### src/design/ipv4p_pkg.sv
`timescale 1ns / 1ps
`default_nettype none
package ipv4p_pkg;

   typedef enum logic [2:0] {
      ERR_OK     = 3'd0,
      ERR_CHAR   = 3'd1,
      ERR_DIGITS = 3'd2,
      ERR_RANGE  = 3'd3,
      ERR_EMPTY  = 3'd4,
      ERR_DOTS   = 3'd5,
      ERR_MASK   = 3'd6
   } err_type;

   localparam logic [9:0] OCTET_MAX  = 10'd255;
   localparam logic [7:0] CHAR_ZERO  = 8'h30;
   localparam logic [7:0] CHAR_NINE  = 8'h39;
   localparam logic [7:0] CHAR_DOT   = 8'h2E;
   localparam logic [1:0] MAX_DIGITS = 2'd3;
   localparam logic [2:0] MAX_DOTS   = 3'd3;

   // running parse state of the current string
   typedef struct packed {
      logic [9:0]  octet;
      logic [1:0]  digits;
      logic [2:0]  dots;
      err_type     err;
      logic [31:0] shift;
   } parse_type;

   localparam parse_type PARSE_CLEAR = '{
      octet:  10'd0,
      digits: 2'd0,
      dots:   3'd0,
      err:    ERR_OK,
      shift:  32'd0
   };

   typedef struct packed {
      logic        which_string;
      logic [2:0]  error_code;
      logic [31:0] parsed_value;
      logic        address_ok;
      logic [31:0] network_id;
      logic [31:0] host_id;
      logic [31:0] broadcast_addr;
   } rsp_type;

endpackage
`default_nettype wire

### src/design/ipv4p_req_if.sv
`timescale 1ns / 1ps
`default_nettype none
interface ipv4p_req_if;
   logic       valid;
   logic       ready;
   logic       mode;
   logic [7:0] char_code;
   logic       is_final;

   modport source (output valid, output mode, output char_code, output is_final,
                   input ready);
   modport sink (input valid, input mode, input char_code, input is_final,
                 output ready);
endinterface
`default_nettype wire

### src/design/ipv4p_rsp_if.sv
`timescale 1ns / 1ps
`default_nettype none
interface ipv4p_rsp_if;
   logic        valid;
   logic        ready;
   logic        which_string;
   logic [2:0]  error_code;
   logic [31:0] parsed_value;
   logic        address_ok;
   logic [31:0] network_id;
   logic [31:0] host_id;
   logic [31:0] broadcast_addr;

   modport source (output valid, output which_string, output error_code,
                   output parsed_value, output address_ok, output network_id,
                   output host_id, output broadcast_addr, input ready);
   modport sink (input valid, input which_string, input error_code,
                 input parsed_value, input address_ok, input network_id,
                 input host_id, input broadcast_addr, output ready);
endinterface
`default_nettype wire

### src/design/ipv4p_char_step.sv
`timescale 1ns / 1ps
`default_nettype none
module ipv4p_char_step (
   input  wire logic               clock,
   input  wire logic               reset,
   input  wire logic               step,
   input  wire logic [7:0]         char_code,
   input  wire logic               is_final,
   output ipv4p_pkg::parse_type    parse_next
);

   ipv4p_pkg::parse_type parse_ff;
   ipv4p_pkg::parse_type parse_in;
   logic                 is_digit;
   logic [3:0]           digit;
   logic [9:0]           octet_x10;

   always_comb begin
      is_digit  = (char_code >= ipv4p_pkg::CHAR_ZERO) && (char_code <= ipv4p_pkg::CHAR_NINE);
      digit     = 4'(char_code - ipv4p_pkg::CHAR_ZERO);
      octet_x10 = 10'({parse_ff.octet, 3'b000} + {2'b00, parse_ff.octet, 1'b0});

      parse_next = parse_ff;
      // first error wins: hold state until the final item
      if (parse_ff.err == ipv4p_pkg::ERR_OK) begin
         if (is_digit) begin
            if (parse_ff.digits == ipv4p_pkg::MAX_DIGITS) begin
               parse_next.err = ipv4p_pkg::ERR_DIGITS;
            end else begin
               parse_next.octet  = octet_x10 + {6'd0, digit};
               parse_next.digits = parse_ff.digits + 2'd1;
            end
         end else if (char_code == ipv4p_pkg::CHAR_DOT) begin
            if (parse_ff.digits == 2'd0) begin
               parse_next.err = ipv4p_pkg::ERR_EMPTY;
            end else if (parse_ff.octet > ipv4p_pkg::OCTET_MAX) begin
               parse_next.err = ipv4p_pkg::ERR_RANGE;
            end else if (parse_ff.dots == ipv4p_pkg::MAX_DOTS) begin
               parse_next.err = ipv4p_pkg::ERR_DOTS;
            end else begin
               parse_next.shift  = {parse_ff.shift[23:0], parse_ff.octet[7:0]};
               parse_next.dots   = parse_ff.dots + 3'd1;
               parse_next.octet  = 10'd0;
               parse_next.digits = 2'd0;
            end
         end else begin
            parse_next.err = ipv4p_pkg::ERR_CHAR;
         end
      end

      parse_in = is_final ? ipv4p_pkg::PARSE_CLEAR : parse_next;
   end

   always_ff @(posedge clock) begin
      if (reset) begin
         parse_ff <= ipv4p_pkg::PARSE_CLEAR;
      end else if (step) begin
         parse_ff <= parse_in;
      end
   end

endmodule
`default_nettype wire

### src/design/ipv4p_finish.sv
`timescale 1ns / 1ps
`default_nettype none
module ipv4p_finish (
   input  wire logic                 clock,
   input  wire logic                 reset,
   input  wire logic                 take,
   input  wire logic                 mode,
   input  wire ipv4p_pkg::parse_type parse_next,
   input  wire logic                 rsp_ready,
   output logic                      rsp_valid,
   output ipv4p_pkg::rsp_type        rsp_data
);

   logic                 rsp_valid_ff;
   logic                 rsp_valid_in;
   ipv4p_pkg::rsp_type   rsp_ff;
   ipv4p_pkg::rsp_type   rsp_in;
   logic [31:0]          saved_addr_ff;
   logic [31:0]          saved_addr_in;
   logic                 saved_ok_ff;
   logic                 saved_ok_in;
   ipv4p_pkg::err_type   str_err;
   ipv4p_pkg::err_type   fin_err;
   logic [31:0]          value;
   logic [31:0]          inv;
   logic                 contiguous;

   always_comb begin
      // close the last octet, then the dot count
      str_err = parse_next.err;
      if (str_err == ipv4p_pkg::ERR_OK) begin
         if (parse_next.digits == 2'd0) begin
            str_err = ipv4p_pkg::ERR_EMPTY;
         end else if (parse_next.octet > ipv4p_pkg::OCTET_MAX) begin
            str_err = ipv4p_pkg::ERR_RANGE;
         end else if (parse_next.dots != ipv4p_pkg::MAX_DOTS) begin
            str_err = ipv4p_pkg::ERR_DOTS;
         end
      end

      value = (str_err == ipv4p_pkg::ERR_OK) ?
              {parse_next.shift[23:0], parse_next.octet[7:0]} : 32'd0;
      inv        = ~value;
      contiguous = ((inv & (inv + 32'd1)) == 32'd0);

      fin_err       = str_err;
      saved_addr_in = saved_addr_ff;
      saved_ok_in   = saved_ok_ff;
      rsp_in        = '0;
      rsp_in.which_string = mode;

      if (!mode) begin
         saved_addr_in = value;
         saved_ok_in   = (str_err == ipv4p_pkg::ERR_OK);
         rsp_in.parsed_value = value;
      end else begin
         if ((str_err == ipv4p_pkg::ERR_OK) && !contiguous) begin
            fin_err = ipv4p_pkg::ERR_MASK;
         end
         if (fin_err == ipv4p_pkg::ERR_OK) begin
            rsp_in.parsed_value   = value;
            rsp_in.network_id     = saved_addr_ff & value;
            rsp_in.host_id        = saved_addr_ff & ~value;
            rsp_in.broadcast_addr = (saved_addr_ff & value) | ~value;
         end
      end
      rsp_in.error_code = fin_err;
      rsp_in.address_ok = saved_ok_in;

      rsp_valid_in = take | (rsp_valid_ff & ~rsp_ready);
   end

   always_ff @(posedge clock) begin
      if (reset) begin
         rsp_valid_ff  <= 1'b0;
         saved_addr_ff <= 32'd0;
         saved_ok_ff   <= 1'b0;
      end else begin
         rsp_valid_ff <= rsp_valid_in;
         if (take) begin
            saved_addr_ff <= saved_addr_in;
            saved_ok_ff   <= saved_ok_in;
         end
      end
   end

   always_ff @(posedge clock) begin
      if (take) begin
         rsp_ff <= rsp_in;
      end
   end

   assign rsp_valid = rsp_valid_ff;
   assign rsp_data  = rsp_ff;

endmodule
`default_nettype wire

### src/design/ipv4_dotted_text_subnet_parser.sv
// A final character waits in the input register until the result register is free;
// its result is then registered there and offered on the response.
// Throughput: one character per cycle; the input register is refilled while a
// finished result waits, and only a final character needs, and may wait on, the result register.
// Rate is set by the combinational accumulate and mask check after the input register.
// Reset (synchronous): clears valids, the parse state and the stored address.
`timescale 1ns / 1ps
`default_nettype none
module ipv4_dotted_text_subnet_parser (
   input  wire logic    clock,
   input  wire logic    reset,
   ipv4p_req_if.sink    req,
   ipv4p_rsp_if.source  rsp
);

   logic                 s1_valid_ff;
   logic                 s1_valid_in;
   logic                 s1_mode_ff;
   logic [7:0]           s1_char_ff;
   logic                 s1_fin_ff;
   logic                 out_free;
   logic                 advance;
   logic                 req_take;
   logic                 out_valid;
   ipv4p_pkg::parse_type parse_next;
   ipv4p_pkg::rsp_type   out_data;

   always_comb begin
      out_free    = !out_valid || rsp.ready;
      // a non-final item produces no result, so it never waits on the output
      advance     = s1_valid_ff && (!s1_fin_ff || out_free);
      req.ready   = !s1_valid_ff || advance;
      req_take    = req.valid && req.ready;
      s1_valid_in = req_take || (s1_valid_ff && !advance);
   end

   always_ff @(posedge clock) begin
      if (reset) begin
         s1_valid_ff <= 1'b0;
      end else begin
         s1_valid_ff <= s1_valid_in;
      end
   end

   always_ff @(posedge clock) begin
      if (req_take) begin
         s1_mode_ff <= req.mode;
         s1_char_ff <= req.char_code;
         s1_fin_ff  <= req.is_final;
      end
   end

   ipv4p_char_step u_char_step (
      .clock      (clock),
      .reset      (reset),
      .step       (advance),
      .char_code  (s1_char_ff),
      .is_final   (s1_fin_ff),
      .parse_next (parse_next)
   );

   ipv4p_finish u_finish (
      .clock      (clock),
      .reset      (reset),
      .take       (advance && s1_fin_ff),
      .mode       (s1_mode_ff),
      .parse_next (parse_next),
      .rsp_ready  (rsp.ready),
      .rsp_valid  (out_valid),
      .rsp_data   (out_data)
   );

   assign rsp.valid          = out_valid;
   assign rsp.which_string   = out_data.which_string;
   assign rsp.error_code     = out_data.error_code;
   assign rsp.parsed_value   = out_data.parsed_value;
   assign rsp.address_ok     = out_data.address_ok;
   assign rsp.network_id     = out_data.network_id;
   assign rsp.host_id        = out_data.host_id;
   assign rsp.broadcast_addr = out_data.broadcast_addr;

endmodule
`default_nettype wire
### src/flat_wrapper.sv
// flat-port wrapper written by rule: the top's interface ports become plain ports
module ipv4_dotted_text_subnet_parser_flat 
  (clock, reset, req_valid, req_mode, req_char_code, req_is_final, req_ready, rsp_valid, rsp_which_string, rsp_error_code, rsp_parsed_value, rsp_address_ok, rsp_network_id, rsp_host_id, rsp_broadcast_addr, rsp_ready);
  ipv4p_req_if req_i ();
  ipv4p_rsp_if rsp_i ();
  input  wire logic clock;
  input  wire logic reset;
  input wire logic [$bits(req_i.valid)-1:0] req_valid;
  input wire logic [$bits(req_i.mode)-1:0] req_mode;
  input wire logic [$bits(req_i.char_code)-1:0] req_char_code;
  input wire logic [$bits(req_i.is_final)-1:0] req_is_final;
  output wire logic [$bits(req_i.ready)-1:0] req_ready;
  output wire logic [$bits(rsp_i.valid)-1:0] rsp_valid;
  output wire logic [$bits(rsp_i.which_string)-1:0] rsp_which_string;
  output wire logic [$bits(rsp_i.error_code)-1:0] rsp_error_code;
  output wire logic [$bits(rsp_i.parsed_value)-1:0] rsp_parsed_value;
  output wire logic [$bits(rsp_i.address_ok)-1:0] rsp_address_ok;
  output wire logic [$bits(rsp_i.network_id)-1:0] rsp_network_id;
  output wire logic [$bits(rsp_i.host_id)-1:0] rsp_host_id;
  output wire logic [$bits(rsp_i.broadcast_addr)-1:0] rsp_broadcast_addr;
  input wire logic [$bits(rsp_i.ready)-1:0] rsp_ready;
  assign req_i.valid = req_valid;
  assign req_i.mode = req_mode;
  assign req_i.char_code = req_char_code;
  assign req_i.is_final = req_is_final;
  assign req_ready = req_i.ready;
  assign rsp_valid = rsp_i.valid;
  assign rsp_which_string = rsp_i.which_string;
  assign rsp_error_code = rsp_i.error_code;
  assign rsp_parsed_value = rsp_i.parsed_value;
  assign rsp_address_ok = rsp_i.address_ok;
  assign rsp_network_id = rsp_i.network_id;
  assign rsp_host_id = rsp_i.host_id;
  assign rsp_broadcast_addr = rsp_i.broadcast_addr;
  assign rsp_i.ready = rsp_ready;
  ipv4_dotted_text_subnet_parser u_core (.clock(clock), .reset(reset), .req(req_i), .rsp(rsp_i));
endmodule
### config.mk
export PLATFORM = sky130hd
export DESIGN_NAME = ipv4_dotted_text_subnet_parser_flat
export DESIGN_NICKNAME = d
export VERILOG_FILES = /design/src/design/ipv4p_pkg.sv /design/src/design/ipv4p_req_if.sv /design/src/design/ipv4p_rsp_if.sv /design/src/design/ipv4p_char_step.sv /design/src/design/ipv4p_finish.sv /design/src/design/ipv4_dotted_text_subnet_parser.sv /design/src/flat_wrapper.sv
export SDC_FILE = /design/constraint.sdc
export NUM_CORES = 1
export LEC_CHECK = 0
export BUFFER_PORTS_ARGS = -buffer_cell sky130_fd_sc_hd__buf_2
export CORE_MARGIN = 4
export CORE_UTILIZATION = 52
export CTS_CLUSTER_SIZE = 14
export DETAILED_ROUTE_END_ITERATION = 12
export PLACE_DENSITY_LB_ADDON = 0.3
export SYNTH_ARGS = -nofsm -noshare
export SYNTH_HDL_FRONTEND = slang
export SYNTH_SLANG_ARGS = --single-unit
### constraint.sdc
create_clock -name clock -period 4.9 [get_ports clock]
set_input_delay 0 -clock clock [delete_from_list [all_inputs] [get_ports clock]]
set_output_delay 0 -clock clock [all_outputs]
set_load 0.05 [all_outputs]
==> results of run 1 <==
kinds of logic (layout without fill, tap and decap cells):
group / Yosys count / in the layout / synth area share (%)
simple gates: 394 / 394 / 19.6
buf+inv: 87 / 257 / 3.80
compound gates: 215 / 215 / 13.7
xor+xnor: 7 / 7 / 0.604
flops: 220 / 220 / 57.5
mux: 25 / 25 / 2.52
fa+ha+maj: 17 / 17 / 2.24
path summary, 6_finish.rpt:
kind                                                      from                                    endpoint  slack (ps)  depth (start not counted)
setup reg to reg  u_core.u_char_step.parse_ff[40]$_SDFFE_PP0P_  u_core.u_finish.rsp_data[76]$_SDFFCE_PN0P_         370                         15
hold / removal                                req_char_code[3]              u_core.s1_char_ff[3]$_DFFE_PP_         190                          2
hold reg to reg       u_core.u_finish.saved_ok_ff$_SDFFE_PP0P_    u_core.u_finish.saved_ok_ff$_SDFFE_PP0P_         450                          2
setup / recovery  u_core.u_char_step.parse_ff[40]$_SDFFE_PP0P_  u_core.u_finish.rsp_data[76]$_SDFFCE_PN0P_         370                         15
cell type report:
cell class,instances,area [sq um],area share [%]
sequential,220,5840,48.3
timing repair buffer,195,1150,9.54
tap,260,325,2.69
multi-input combinational,658,3930,32.5
inverter,18,70.1,0.580
clock inverter,9,85.1,0.704
clock buffer,35,693,5.73
metrics by stage:
step	instances	setup WS [ps]	utilization, %
2_1_floorplan	965	22.9	-
3_3_place_gp	1337	552	58.9
3_5_place_dp	1337	426	58.9
4_1_cts	1395	410	63.8
5_1_grt	1395	51.4	63.8
6_report	1395	374	63.8
worst reg2reg max path: stages (launching register included):
cell and delay, ps:
dfxtp_1 450, inv_1 150, fa_1 550, inv_1 70
ha_1 290, a21o_1 160, and4_1 210, or3_1 320
and3_1 200, a21oi_1 360, o2111ai_1 230, a2111oi_4 410
nand4_2 230, nor3_4 220, buf_4 320, and3_1 220
sequential cells by signal (all words and copies together), names as in the netlist:
register	count
u_core.s1_char_ff	8
u_core.u_finish.rsp_valid	1
u_core.s1_valid_ff	1
u_core.s1_fin_ff	1
u_core.s1_mode_ff	1
u_core.u_char_step.parse_ff	42
u_core.u_finish.saved_ok_ff	1
u_core.u_finish.rsp_data	133
u_core.u_finish.saved_addr_ff	32
power breakdown:
part	total (uW)	switching, uW	leakage [uW]	internal [uW]
logic	161	123	0.00268	38.5
clock network	1750	711	0.000378	1040
registers	1990	11.0	0.00214	1980
total	3900	845	0.00520	3060
synth_stat cells, types with 4 or more instances:
library cell and count:
a21o_1 10, a21oi_1 69, a22oi_1 33, a31oi_1 6, and2_1 8, and3_1 62
and3b_1 10, buf_2 5, buf_6 6, clkbuf_1 50, clkbuf_2 6, dfxtp_1 77
edfxtp_1 143, ha_1 15, inv_1 18, mux2i_1 21, nand2_1 102, nand2b_1 7
nand3_1 36, nand4_1 5, nor2_1 107, nor3_1 12, nor4_1 11, o21a_1 33
o21ai_0 28, o221ai_1 4, o22ai_1 7, o31ai_1 5, or3_1 12, xnor2_1 5
repair_timing:
item / 4_1_cts / 5_1_grt
hold buffers: 14 / 0
buffers inserted: 0 / 0
hold endpoints to repair: 33 / 0
layer usage:
layer	global-route usage, %	wire length (microns)
met5	0	0
met4	5.55	567
met3	3.43	2110
met2	41.8	13100
met1	34.2	11400
==> summary.txt, run 1 <==
Worst setup path
  – Max stage delay on crit path: 550 ps
  – Worst path bufs/invs: 3
  – CP max-delay cell: fa_1
  – Setup Crit Path Kind: flip-flop to flip-flop
  – Critical Path Fanout Max: 27
  – Crit path cell chain: inv_1 > fa_1 > inv_1 > ha_1 > a21o_1 > and4_1 > or3_1 > and3_1 > a21oi_1 > o2111ai_1 > a2111oi_4 > nand4_2 > nor3_4 > buf_4 > and3_1
  – CP delay by family, top: simple AND/OR/NAND/NOR gates
  – Crit path DAT: between 4000 and 5000 ps
  – Worst Path Required: 5280 ps
  – Startpoint Class: flip-flop
  – CP endpoint kind: flip-flop

Yosys
  – Post-synth top area share: between 40% and 50%
  – Predominant post-synthesis flop cell: edfxtp_1
  – Async S/R FF share, synth: 0%
  – Count of warnings emitted by yosys: 0
  – Mapped Avg Cell Area: around 11 sq um
  – Seq/Total Area, Yosys: a little under three fifths
  – Mapped Area: roughly 10000 sq um
  – Synth area leaders: edfxtp_1, dfxtp_1, nor2_1, and3_1, nand2_1
  – Yosys cell types: 64
  – Largest area contributor in the netlist: edfxtp_1
  – Post-synth EDFFs: approximately 140
  – Mapped Cells: ~970
  – Register bit total from synthesis: 220
  – Mapped Nets: 996

Detailed routing
  – WL final: approximately 27000 microns
  – Vias: a little over 8000
  – Post-route ant nets: 0
  – First-pass iteration count of the detailed router: 6
  – 1st-iter DRT viols: between 700 and 800
  – DR DRC count: 0
  – Routed len/inst: 19.5 microns
  – Via density: between 5 and 6

Floorplan
  – Core Footprint: approximately 19000 sq um
  – I/O pin count: between 100 and 150
  – Die Ht: roughly 150 microns
  – Full die area: 21800 sq um
  – Die X-Extent: 148 microns
  – Initial Util: a little over half
  – Rows: 50

STA
  – Fin crit share: 92.4%
  – Slew Limit Fails: 0
  – Slew HR: 25.4%
  – Final hold violations: 0
  – Final setup viols: 0
  – Setup TNS Final: 0 ps
  – Min Tclk post-route: 4530 ps
  – Fmax achieved: ~220 MHz
  – RSZ-0062 raised after global routing: false
  – Setup Skew: around 9.7 ps
  – Worst hold slack: a little under 200 ps
  – Slew @ Worst Pin: between 1000 and 1500 ps

Global route
  – First-pass GRT wire length: approximately 43000 microns
  – Largest net degree at the start of global routing: 88
  – Vias in the first global route: slightly below 8000
  – Total global-route track usage: 24.7%
  – Initial antenna violation count: 0
  – Global route overflow: 0

Place
  – Number of port buffers: 148
  – Placed Area: 11200 sq um
  – GP Congestion: 0.961
  – HPWL Detailed: between 15000 and 20000 microns

CTS
  – Clock root buffer: clkbuf_16
  – CTS buffer count: 24
  – Max clock buf depth: 3
  – Clock Sink Count: 220
  – H-tree depth: 1
  – Clk slew on worst S/H paths: approximately 60 ps
  – CTS tree: yes
  – Clock Latency Late Sink: about 520 ps
  – Post-CTS Resized: 0

Cells and area
  – Final Cell Area: 12100 sq um
  – Share of post-route cells with drive strength above 1: slightly above 20%
  – Most frequent cells in the layout: buf_2, edfxtp_1, nor2_1
  – Filler Cells Inserted: around 1500
  – N_diodes: 0
  – Final nets: 1148
  – Area growth from synthesis to layout: 19.1%
  – Most common cell after layout, fill and taps aside: buf_2

Power
  – Leakage: around 0.0052 uW
  – PD cells: 323 nW/um^2
  – Worst VDD drop: 0.000247 V
  – Pwr Total: 3900 uW

Worst hold path
  – HP Class: input port to flip-flop

Job
  – Total of max-cap violations: 0

Run status
  – Outcome: finished, final reports clean
Note: power is estimated with default switching activity, not from simulation.
==> run 2: changes to the inputs <==
==> constraint.sdc (replaced) <==
create_clock -name clock -period 4.9 [get_ports clock]
set_input_delay 0.245 -clock clock [delete_from_list [all_inputs] [get_ports clock]]
set_output_delay 0.245 -clock clock [all_outputs]
set_load 0.05 [all_outputs]
==> run 2 against run 1 <==
Net effect: cell count is 0.36% lower; maximum frequency is 0.32% lower; global-route usage is 0.46 points lower; sequential share of layout area is 0.21 points higher; die area stayed put; final area is 0.43% lower; critical path depth stayed put; first-iteration DRC count is 3.2% higher; non-clock buffer count is 3 lower; sequential power hardly changed.
==> summary.txt, run 2 (same netlist as run 1, synthesis figures left out) <==
Worst setup path
  – Startpoint Class: flip-flop
  – Cells on worst reg2reg path: 15 (unchanged)
  – CP delay by family, top: simple AND/OR/NAND/NOR gates
  – Reg-to-reg startpoint: u_core.u_char_step.parse_ff[40]$_SDFFE_PP0P_
  – Worst Path Required: 5270 ps (about the same)
  – Crit path DAT: 4910 ps (about the same)
  – CP endpoint kind: flip-flop
  – Worst path bufs/invs: 3 (unchanged)
  – Crit path cell chain: inv_1 > fa_1 > inv_1 > ha_1 > a21o_1 > and4_1 > or3_1 > and3_1 > a21oi_1 > o2111ai_1 > a2111oi_4 > nand4_2 > nor3_4 > buf_12 > and3_1
  – CP max-delay cell: fa_1
  – Max stage delay on crit path: 540 ps (about the same)
  – Setup Crit Path Kind: flip-flop to flip-flop
  – Critical Path Fanout Max: 69 (+160%)
  – CP Launch Point: u_core.u_char_step.parse_ff[40]$_SDFFE_PP0P_
  – Number of cells on the critical path: 15 (unchanged)

Floorplan
  – Die X-Extent: 148 microns (unchanged)
  – I/O pin count: 149 (unchanged)
  – Full die area: 21800 sq um (unchanged)
  – Rows: 50 (unchanged)
  – Die Ht: 148 microns (unchanged)
  – Initial Util: 53.5% (unchanged)
  – Core Footprint: 19000 sq um (unchanged)

CTS
  – Max clock buf depth: 3 (unchanged)
  – Clock Sink Count: 220 (unchanged)
  – Clock Latency Late Sink: 520 ps (about the same)
  – Clock root buffer: clkbuf_16
  – Clk slew on worst S/H paths: 70 ps (about the same)
  – Post-CTS Resized: 0 (unchanged)
  – CTS buffer count: 23 (-4.2%)
  – CTS tree: yes
  – H-tree depth: 1 (unchanged)

Detailed routing
  – Via density: 5.80 (-0.11%)
  – DR DRC count: 0 (unchanged)
  – WL final: 26900 microns (-1.2%)
  – 1st-iter DRT viols: 782 (+3.2%)
  – Routed len/inst: 19.3 microns (-0.81%)
  – First-pass iteration count of the detailed router: 5 (-1)
  – Vias: 8064 (-0.47%)
  – Post-route ant nets: 0 (unchanged)

Cells and area
  – Register area: 5840 sq um (unchanged)
  – Most common cell after layout, fill and taps aside: buf_2
  – Final nets: 1144 (-0.35%)
  – Share of post-route cells with drive strength above 1: 20.4% (about the same)
  – Area growth from synthesis to layout: 18.6%
  – Area of the multi-input gates: 3930 sq um (unchanged)
  – Filler Cells Inserted: 1540 (+1.4%)
  – N_diodes: 0 (unchanged)
  – Most frequent cells in the layout: buf_2, edfxtp_1, nor2_1
  – Max FFs per register: 133 (unchanged)

Global route
  – Initial antenna violation count: 0 (unchanged)
  – Largest net degree at the start of global routing: 88 (unchanged)
  – Global route overflow: 0 (unchanged)
  – Vias in the first global route: 7716 (-1.1%)
  – Total global-route track usage: 24.3% (-0.46 points)
  – First-pass GRT wire length: 42900 microns (-1.0%)

STA
  – Slew @ Worst Pin: 1030 ps (-81.2 ps)
  – Setup TNS Final: 0 ps (unchanged)
  – RSZ-0062 raised after global routing: false
  – Final setup viols: 0 (unchanged)
  – Fin crit share: 92.7% (+0.30 points)
  – Slew HR: 31.1% (+5.7 points)
  – Setup Skew: 23.4 ps (+13.7 ps)
  – Slew Limit Fails: 0 (unchanged)
  – Min Tclk post-route: 4540 ps (+14.5 ps)
  – Fmax achieved: 220 MHz (-0.32%)
  – Final hold violations: 0 (unchanged)

Power
  – Sequential Power Share: 51.2% (about the same)
  – Clock power frac: 44.7% (about the same)
  – PD cells: 323 nW/um^2 (+0.12%)
  – Leakage: 0.00517 uW (-0.57%)
  – Switching pwr: 844 uW (-0.12%)
  – Worst VDD drop: 0.000267 V (+8.0%)
  – Power share of the combinational group: 4.1% (about the same)
  – Pwr Total: 3890 uW (-0.32%)
  – Sw frac: 21.7% (+0.044 points)
  – Internal: 3050 uW (-0.37%)

Worst hold path
  – Min-delay src: rsp_ready
  – HP Class: input port to flip-flop
  – Min-Delay Path Depth: 4 (+2)

Place
  – GP Congestion: 0.964 (+0.27%)
  – HPWL Detailed: 18300 microns (-0.57%)
  – Number of port buffers: 148 (unchanged)

Run status
  – Outcome: finished, final reports clean

Job
  – Total of max-cap violations: 0 (unchanged)
## run 2: cell count changes in the layout (fill, tap and decap cells not counted), sizes merged
cell and delta:
clkinv +1, clkinvlp +1, inv +2, clkbuf -8
dlygate4sd3 -3, bufinv +2
## run 2: timing repair
action,CTS,global route
hold buffers,11,0
endpoints found under the hold margin,11,0
buffers inserted,0,0
## run 2: routing by layer
layer | up-vias | wire length (microns) | GRT usage [%]
li1 | 3831 | - | -
met1 | 3813 | 11400 | 33.9
met2 | 358 | 12700 | 40.2
met3 | 62 | 1980 | 3.07
met4 | 0 | 758 | 6.85
met5 | - | 0 | 0
## run 2: layout make-up
class                      instances  area share (%)
tap                              260            2.70
clock inverter                    15            1.37
sequential                       220            48.5
multi-input combinational        658            32.6
inverter                          18           0.582
timing repair buffer             192            9.34
clock buffer                      27            4.91
## run 2: power groups by stage
stage / sequential [uW] / clock, uW / combinational (uW)
2_1_floorplan: 2070 / 0 / 67.8
3_3_place_gp: 2030 / 0 / 150
3_5_place_dp: 2030 / 0 / 151
4_1_cts: 1990 / 1770 / 158
5_1_grt: 1990 / 1850 / 170
6_report: 1990 / 1740 / 159
## run 2: stage by stage
| step | instances | util (%) | hold WS (ps) | instance area (sq um) | setup WS (ps) |
|---|---|---|---|---|---|
| final | 1390 | 63.5 | 66.9 | 12000 | 360 |
| after CTS | 1390 | 63.5 | 43.8 | 12000 | 405 |
| after floorplan | 965 | - | 344 | 10100 | 22.9 |
| after global routing | 1390 | 63.5 | 69.6 | 12000 | 8.58 |
| after global placement | 1337 | 58.9 | 421 | 11200 | 550 |
| after detailed placement | 1337 | 58.9 | 423 | 11200 | 432 |
## run 2: final timing paths
kind | slack [ps] | endpoint
min reg2reg | 460 | u_core.u_finish.saved_ok_ff$_SDFFE_PP0P_
max reg2reg | 360 | u_core.u_finish.rsp_data[59]$_SDFFCE_PN0P_
max | 360 | u_core.u_finish.rsp_data[59]$_SDFFCE_PN0P_
min | 70 | u_core.u_finish.rsp_valid$_SDFF_PP0_
## run 2: worst min-delay path, cell delays in order
cell     delay (ps)
buf_2            80
nor2b_1          70
nor2_1          100
nor2_1           40
==> run 3: changes to the inputs <==
Settings changed: REMOVE_ABC_BUFFERS from default to 1.
==> run 3 against run 2 <==
Net effect: utilization is essentially flat; cell count shrank 0.58%; critical path depth shrank 4; global-route usage shrank 0.84 points; setup slack gained 130 ps; highest routed layer unchanged; count of clock-buffer cells in the layout grew 5; combinational power is essentially flat; sequential power is essentially flat; clock skew grew 2.4 ps; critical endpoint is now u_core.u_finish.rsp_data[80]$_SDFFCE_PN0P_; die area is the same; non-clock buffer count shrank 8; hold slack lost 53 ps; largest cell class unchanged.
==> summary.txt, run 3 (same netlist as run 1, synthesis figures left out) <==
STA
  – Setup TNS Final: 0 ps (unchanged)
  – Fin crit share: 90.0% (-2.7 points)
  – Final setup viols: 0 (unchanged)
  – RSZ-0062 raised after global routing: false
  – Min Tclk post-route: 4410 ps (-131 ps)
  – Final worst setup slack: 490 ps (+131 ps)
  – Setup Skew: 25.8 ps (+2.36 ps)
  – Slew @ Worst Pin: 1020 ps (-10.0 ps)
  – Final hold violations: 0 (unchanged)
  – Slew Limit Fails: 0 (unchanged)
  – Slew HR: 31.4% (+0.35 points)
  – Fmax achieved: 227 MHz (+3.0%)

Floorplan
  – Full die area: 21800 sq um (unchanged)
  – I/O pin count: 149 (unchanged)
  – Core Footprint: 19000 sq um (unchanged)
  – Die Ht: 148 microns (unchanged)
  – Initial Util: 53.5% (unchanged)
  – Die X-Extent: 148 microns (unchanged)
  – Rows: 50 (unchanged)

Place
  – Number of port buffers: 148 (unchanged)
  – GP Congestion: 0.931 (-3.4%)
  – Pre-CTS setup slack: 544 ps (+112 ps)
  – Placed insts: 1330 (-0.52%)
  – HPWL Detailed: 17700 microns (-3.4%)

Worst setup path
  – Setup Crit Path Kind: flip-flop to flip-flop
  – Crit path DAT: 4780 ps (-130 ps)
  – Critical Path Fanout Max: 51 (-26%)
  – CP endpoint kind: flip-flop
  – Startpoint Class: flip-flop
  – Worst Path Required: 5270 ps (about the same)

CTS
  – Max clock buf depth: 3 (unchanged)
  – CTS tree: yes
  – Clk slew on worst S/H paths: 70 ps (about the same)
  – Clock root buffer: clkbuf_16
  – Clock Sink Count: 220 (unchanged)
  – Clock Latency Late Sink: 520 ps (about the same)
  – CTS buffer count: 23 (unchanged)
  – Post-CTS Resized: 0 (unchanged)
  – H-tree depth: 1 (unchanged)

Power
  – Pwr Total: 4020 uW (+3.2%)
  – Worst VDD drop: 0.000318 V (+19%)
  – Leakage: 0.00516 uW (-0.20%)
  – PD cells: 334 nW/um^2 (+3.2%)

Job
  – Total of max-cap violations: 0 (unchanged)

Global route
  – Total global-route track usage: 23.4% (-0.84 points)
  – First-pass GRT wire length: 41300 microns (-3.7%)
  – Initial antenna violation count: 0 (unchanged)
  – Vias in the first global route: 7634 (-1.1%)
  – Global route overflow: 0 (unchanged)
  – Largest net degree at the start of global routing: 52 (-41%)

Detailed routing
  – Post-route ant nets: 0 (unchanged)
  – 1st-iter DRT viols: 614 (-21%)
  – First-pass iteration count of the detailed router: 5 (unchanged)
  – Via density: 5.75 (-0.84%)
  – Vias: 7950 (-1.4%)
  – WL final: 26300 microns (-2.2%)
  – Routed len/inst: 19.0 microns (-1.7%)
  – DR DRC count: 0 (unchanged)

Cells and area
  – Max FFs per register: 133 (unchanged)
  – Post-Layout Cell Count: 1382 (-0.58%)
  – Final nets: 1136 (-0.70%)
  – Most frequent cells in the layout: buf_2, edfxtp_1, nor2_1
  – Area growth from synthesis to layout: 18.7% (about the same)
  – Most common cell after layout, fill and taps aside: buf_2
  – Share of post-route cells with drive strength above 1: 20.2% (-0.21 points)
  – N_diodes: 0 (unchanged)

Run status
  – Outcome: finished, final reports clean

Worst hold path
  – HP Class: input port to flip-flop
run 3: changes by cell type in the layout (fill, tap and decap cells not counted), sizes merged:
cell,delta
bufinv,+1
clkinvlp,-1
clkbuf,+5
clkinv,-3
inv,-2
buf,-7
dlygate4sd3,-1
run 3: worst max-delay path: stages, from the launching register on:
cell      delay (ps)
edfxtp_1         390
nor3b_2          390
nand2_1          390
nor3_4           820
mux2i_1          460
and3_1           280
nand4_1          150
o21ai_0          370
nand4_2          240
nor3_4           280
buf_12           250
and3_1           200
run 3: per-layer routing:
metal  up-vias  global-route usage, %  part of all wire (%)
met3        42                   3.10                   5.9
met5         -                      0                     0
met4         0                   6.34                   2.2
li1       3823                      -                     -
met1      3803                   31.8                    44
met2       282                   39.9                    48
run 3: layout make-up:
cell class / instances / area [sq um]
multi-input cells: 658 / 3930
clock inverters: 10 / 158
inverters: 18 / 70.1
well taps: 260 / 325
fillers: 1532 / 6920
flip-flops and latches: 220 / 5840
clock buffers: 32 / 661
repair buffers: 184 / 1060
run 3: stage by stage:
stage / util, % / hold slack, ps / cell area [sq um]
3_3_place_gp: 58.7 / 421 / 11100
5_1_grt: 63.5 / 12.2 / 12000
6_report: 63.5 / 13.8 / 12000
3_5_place_dp: 58.7 / 423 / 11100
2_1_floorplan: - / 314 / 9830
4_1_cts: 63.5 / 1.31 / 12000
run 3: path summary, 6_finish.rpt:
path / from / end / slack (ps) / cells past startpoint
max: u_core.s1_char_ff[7]$_DFFE_PP_ / u_core.u_finish.rsp_data[80]$_SDFFCE_PN0P_ / 490 / 11
min: req_valid / u_core.s1_valid_ff$_SDFF_PP0_ / 10 / 3
max reg2reg: u_core.s1_char_ff[7]$_DFFE_PP_ / u_core.u_finish.rsp_data[80]$_SDFFCE_PN0P_ / 490 / 11
min reg2reg: u_core.u_finish.saved_ok_ff$_SDFFE_PP0P_ / u_core.u_finish.saved_ok_ff$_SDFFE_PP0P_ / 460 / 2
run 3: power breakdown:
group,switching [uW],internal [uW],total [uW]
registers,10.5,1980,1990
logic,124,37.0,161
clock network,710,1150,1860
run 3: repair_timing:
item                                   4_1_cts  5_1_grt
endpoints found under the hold margin       10        0
hold buffers                                10        0
setup endpoints to repair                    0        0
buffers inserted                             0        0
